## config.mk

```make
export PLATFORM = sky130hd
export DESIGN_NAME = iqr_cell
export DESIGN_NICKNAME = d
export VERILOG_FILES = /design/src/design/iqr_pkg.sv /design/src/design/iqr_cell.sv
export SDC_FILE = /design/constraint.sdc
export NUM_CORES = 1
export LEC_CHECK = 0
export BUFFER_PORTS_ARGS = -buffer_cell sky130_fd_sc_hd__buf_4
export CORE_MARGIN = 4
export CORE_UTILIZATION = 49
export DETAILED_ROUTE_END_ITERATION = 7
export PLACE_DENSITY = 0.87
export SYNTH_ARGS = -nofsm -noshare
export SYNTH_HDL_FRONTEND = slang
export SYNTH_SLANG_ARGS = --single-unit
export TNS_END_PERCENT = 20
```

## constraint.sdc

```tcl
create_clock -name i_clk -period 8.6 [get_ports i_clk]
set_input_delay 1.72 -clock i_clk [delete_from_list [all_inputs] [get_ports i_clk]]
set_output_delay 1.72 -clock i_clk [all_outputs]
set_load 0.02 [all_outputs]
```

## src/design/iqr_pkg.sv

```systemverilog
// iqr_pkg: request and record types, record kind codes and fixed limits
// for the iqr outlier detector
// no dependencies
`timescale 1ns / 1ps

package iqr_pkg;

    // record kinds
    localparam logic [1:0] KIND_OUTLIER = 2'd0;
    localparam logic [1:0] KIND_CLEAN   = 2'd1;
    localparam logic [1:0] KIND_SHORT   = 2'd2;

    // fewest kept values for which quartiles are taken
    localparam int MIN_VALUES = 4;
    // most outlier records per column
    localparam int OUT_LIMIT  = 64;

    // one input row
    typedef struct packed {
        logic signed [31:0] sample_value;
        logic               is_numeric;
        logic               last_row;
    } t_sample;

    // one result record
    typedef struct packed {
        logic [1:0]         record_kind;
        logic [15:0]        column_number;
        logic [15:0]        row_number;
        logic signed [31:0] outlier_value;
        logic signed [31:0] lower_quartile;
        logic signed [31:0] upper_quartile;
        logic [31:0]        spread;
        logic [6:0]         numeric_count;
        logic               capacity_overflow;
        logic               last_record;
    } t_result;

    // per-cycle command broadcast to every cell of the sort chain
    typedef struct packed {
        logic insert;
        logic rotate;
        logic clear;
    } t_cell_ctl;

endpackage

```

## src/design/iqr_cell.sv

```systemverilog
// iqr_cell: one slot of the sorted insertion chain, holding a value,
// its row and a valid bit; depends on iqr_pkg
`timescale 1ns / 1ps

module iqr_cell #(
    parameter int VALUE_BITS = 32
) (
    input  logic                         i_clk,
    input  logic                         i_rst_n,
    input  iqr_pkg::t_cell_ctl           i_ctl,
    input  logic signed [VALUE_BITS-1:0] i_new_value,
    input  logic [15:0]                  i_new_row,
    input  logic signed [VALUE_BITS-1:0] i_left_value,
    input  logic [15:0]                  i_left_row,
    input  logic                         i_left_valid,
    input  logic                         i_left_gt,
    input  logic signed [VALUE_BITS-1:0] i_right_value,
    input  logic [15:0]                  i_right_row,
    input  logic                         i_right_valid,
    output logic signed [VALUE_BITS-1:0] o_value,
    output logic [15:0]                  o_row,
    output logic                         o_valid,
    output logic                         o_gt
);

    logic signed [VALUE_BITS-1:0] r_value;
    logic [15:0]                  r_row;
    logic                         r_valid;
    logic                         w_gt;
    logic                         w_take;

    // strictly greater keeps equal values in arrival order
    assign w_gt   = r_valid && (r_value > i_new_value);
    // shift right when greater, or fill the first empty slot
    assign w_take = w_gt || (!r_valid && i_left_valid);

    // valid bit
    always_ff @(posedge i_clk) begin
        if (!i_rst_n) begin
            r_valid <= 1'b0;
        end else if (i_ctl.clear) begin
            r_valid <= 1'b0;
        end else if (i_ctl.insert && w_take) begin
            r_valid <= 1'b1;
        end else if (i_ctl.rotate) begin
            r_valid <= i_right_valid;
        end
    end

    // entry payload
    always_ff @(posedge i_clk) begin
        if (i_ctl.insert && w_take) begin
            r_value <= i_left_gt ? i_left_value : i_new_value;
            r_row   <= i_left_gt ? i_left_row   : i_new_row;
        end else if (i_ctl.rotate) begin
            r_value <= i_right_value;
            r_row   <= i_right_row;
        end
    end

    assign o_value = r_value;
    assign o_row   = r_row;
    assign o_valid = r_valid;
    assign o_gt    = w_gt;

endmodule

```

==> run_results.csv <==
group,metric,value,unit
drt,via_count,3154,
layout,register_area,1461,µm²
sta,whs,799.8,ps
synth,ys_seq_area_share,40.15,%
setup_path,r2r-start,"o_value[14]",
setup_path,ff2ff_path_depth,7,
sta,hold_violations,0,
pwr,p_leak,2.616,nW
sta,min_period_over_period,65.03,%
sta,worstMarginPinSlew,1159,ps
setup_path,slowest_delay,620,ps
floorplan,dieWidth,94.19,µm
drt,drtPass1Iterations,4,
sta,slew_viol_final,0,
layout,drive_gt1_share,54.17,%
drt,avgRoutedWirePerCell,16.98,µm
setup_path,cp.required,6880,ps
drt,routed_wl,10.43,mm
layout,area_delta_synth_final,44.79,%
sta,finalSetupViolCount,0,
sta,rsz0062_at_grt,"no",
setup_path,regToRegEndpoint,"o_value[18]",
synth,syn_area,3640,µm²
cts,cts_buffers,5,
layout,final_util,72.66,%
cts,cts_tree,"yes",
worst_hold_path,hold_path_class,"register to register",
setup_path,worst_path_most_repeated_cell,"buf_4",
setup_path,crit_fanout,3,
synth,synth.net_count,504,
synth,synth.avg_cell_area,11.37,µm²
drt,wl_met3,1.003,mm
setup_path,ff2ff_setup_slack,4270,ps
cts,hold_buffers,0,
drt,wl_met2,5.507,mm
sta,fmax,0.1788,GHz
drt,met1_length,3.676,mm
placement,port_buffers,201,
grt,grt_max_degree,80,
placement,dpl.hpwl,8.254,mm
layout,fin_nets,698,
layout,multi_input_area,1954,µm²
setup_path,start_kind,"input pin",
placement,placedCellCount,606,
setup_path,worstPathArrival,3870,ps
floorplan,initial_utilization,50.18,%
grt,grt_pass1_wl,15.57,mm
sta,tns,0,ps
synth,postSynthCellCount,320,
drt,avgViaCountPerCell,5.137,
grt,grt_overflow,0,
outcome,outcome,"completed",
placement,place_congestion,0.7961,
drt,drt-initial-drc-count,108,
drt,top_layer,"met4",
cts,cts_root_buf,"clkbuf_8",
synth,yosys_warnings,0,
layout,stdcell_count,614,
setup_path,slowest_stage,"or4_1",
synth,synth-seq-cells,49,
pwr,p_per_area,135.8,nW/µm²
setup_path,endpoint_kind,"output port",
floorplan,boundaryPins,202,
grt,grt_pass1_vias,3346,
cts,cts_max_level,2,
grt,grt_use_total,22.53,%
grt,antenna_found_initial,0,
sta,final.min_clock_period,5593,ps
setup_path,crit_end,"o_gt",
floorplan,num_rows,31,
flow_run,maxCapViolCount,0,
pwr,ir_drop,74.55,µV
sta,clock-skew-final,7.499,ps
floorplan,die_y,94.19,µm
cts,cts_setup_buffers,0,
setup_path,path_cells,"buf_4 > inv_1 > ha_1 > nand4_1 > or4_1 > o221a_2 > o21bai_1 > xnor2_1 > and2_1 > buf_4",
layout,diodes,0,
setup_path,startpoint,"i_new_value[14]",
cts,cts_resized,0,
synth,synth_cell_types,30,
cts,cts.sinks,49,
setup_path,crit_type,"input pin to output port",
floorplan,core,7253,µm²
floorplan,die-area,8871,µm²
layout,final_common_cell,"buf_4",
cts,clockBufferDepth,2,
drt,ant_nets,0,
layout,final_cell_mix,"201 x buf_4, 48 x mux2_4, 48 x edfxtp_1",
cts,clock_latency,300,ps
layout,nFillCells,513,
drt,route.detailed.drc,0,
cts,clk_pin_slew,100,ps
sta,slew_headroom,22.76,%
cell usage after synthesis:
library cell	instances	share of area, %
ha_1	32	11
and2_1	1	0.17
mux2_4	48	20
buf_6	5	1.5
dfxtp_1	1	0.55
o21ai_0	36	5.0
clkbuf_1	9	0.93
xnor2_1	1	0.24
o221a_2	1	0.31
inv_1	37	3.8
nor2_1	1	0.10
o41a_1	1	0.31
or4_4	1	0.31
nand2_2	1	0.17
a21oi_1	15	2.1
o31a_1	1	0.24
nand3_1	4	0.55
mux2_2	18	5.6
o21bai_1	1	0.21
and2b_1	1	0.21
a221oi_1	2	0.48
a41oi_1	1	0.24
nand2_1	42	4.3
o211a_1	1	0.28
o2111ai_1	1	0.24
o21a_1	1	0.21
or2_2	2	0.34
or4_1	1	0.21
edfxtp_1	48	40
nand4_1	6	1.0
worst min-delay path by stage:
| stage | from | to | slack (ps) | cells past startpoint |
|---|---|---|---|---|
| after global routing | o_valid | o_valid | 850 | 2 |
| final | o_valid | o_valid | 800 | 2 |
| after detailed placement | o_valid | o_valid | 780 | 2 |
| after CTS | o_valid | o_valid | 810 | 2 |
| after floorplan | o_valid | o_valid | 790 | 2 |
| after global placement | o_valid | o_valid | 760 | 2 |
area by class of cell:
| class | instances | share of cell area [%] |
|---|---|---|
| multi-input cells | 220 | 37.08 |
| clock buffers | 6 | 1.377 |
| inverters | 37 | 2.635 |
| flip-flops and latches | 49 | 27.73 |
| repair buffers | 201 | 28.63 |
| well taps | 99 | 2.350 |
| clock inverters | 2 | 0.1899 |
cells by family after synthesis:
group / count (synthesis) / share of synthesized area, %
AO/OA/AOI/OAI: 61 / 9.522
XOR/XNOR: 1 / 0.2407
adder cells (fa/ha/maj): 32 / 11.00
buffers and inverters: 51 / 6.291
flip-flops: 49 / 40.15
multiplexers: 66 / 25.37
AND/OR/NAND/NOR: 60 / 7.426
per-layer routing:
metal  up-vias  track usage [%]
li1       1544                -
met1      1442            23.11
met2       148            42.20
met3        20            7.372
met4         0            8.063
met5         -                0
report_power, final:
part           leakage, nW  switching (mW)  internal (mW)
Combinational         2.08           0.123          0.144
Sequential           0.489          0.0132          0.295
Clock               0.0450          0.0835         0.0568
state kept, by name, indices dropped and copies added, names as in the netlist:
register,count
o_value,32
o_valid,1
o_row,16
critical path, delay by kind of cell:
family	cells	cell delay, ps
buffers and inverters	3	270
adder cells (fa/ha/maj)	1	320
AO/OA/AOI/OAI	2	460
AND/OR/NAND/NOR	3	970
XOR/XNOR	1	130
metrics by stage:
stage / instance area, µm² / power, mW / setup slack, ps
2_1_floorplan: 3640 / 0.4619 / 3397
3_3_place_gp: 5187 / 0.5719 / 2963
3_5_place_dp: 5187 / 0.5814 / 2806
4_1_cts: 5270 / 0.7194 / 3001
5_1_grt: 5270 / 0.7483 / 2881
6_report: 5270 / 0.7156 / 3007
No activity file was read; power rests on OpenSTA's default activity.
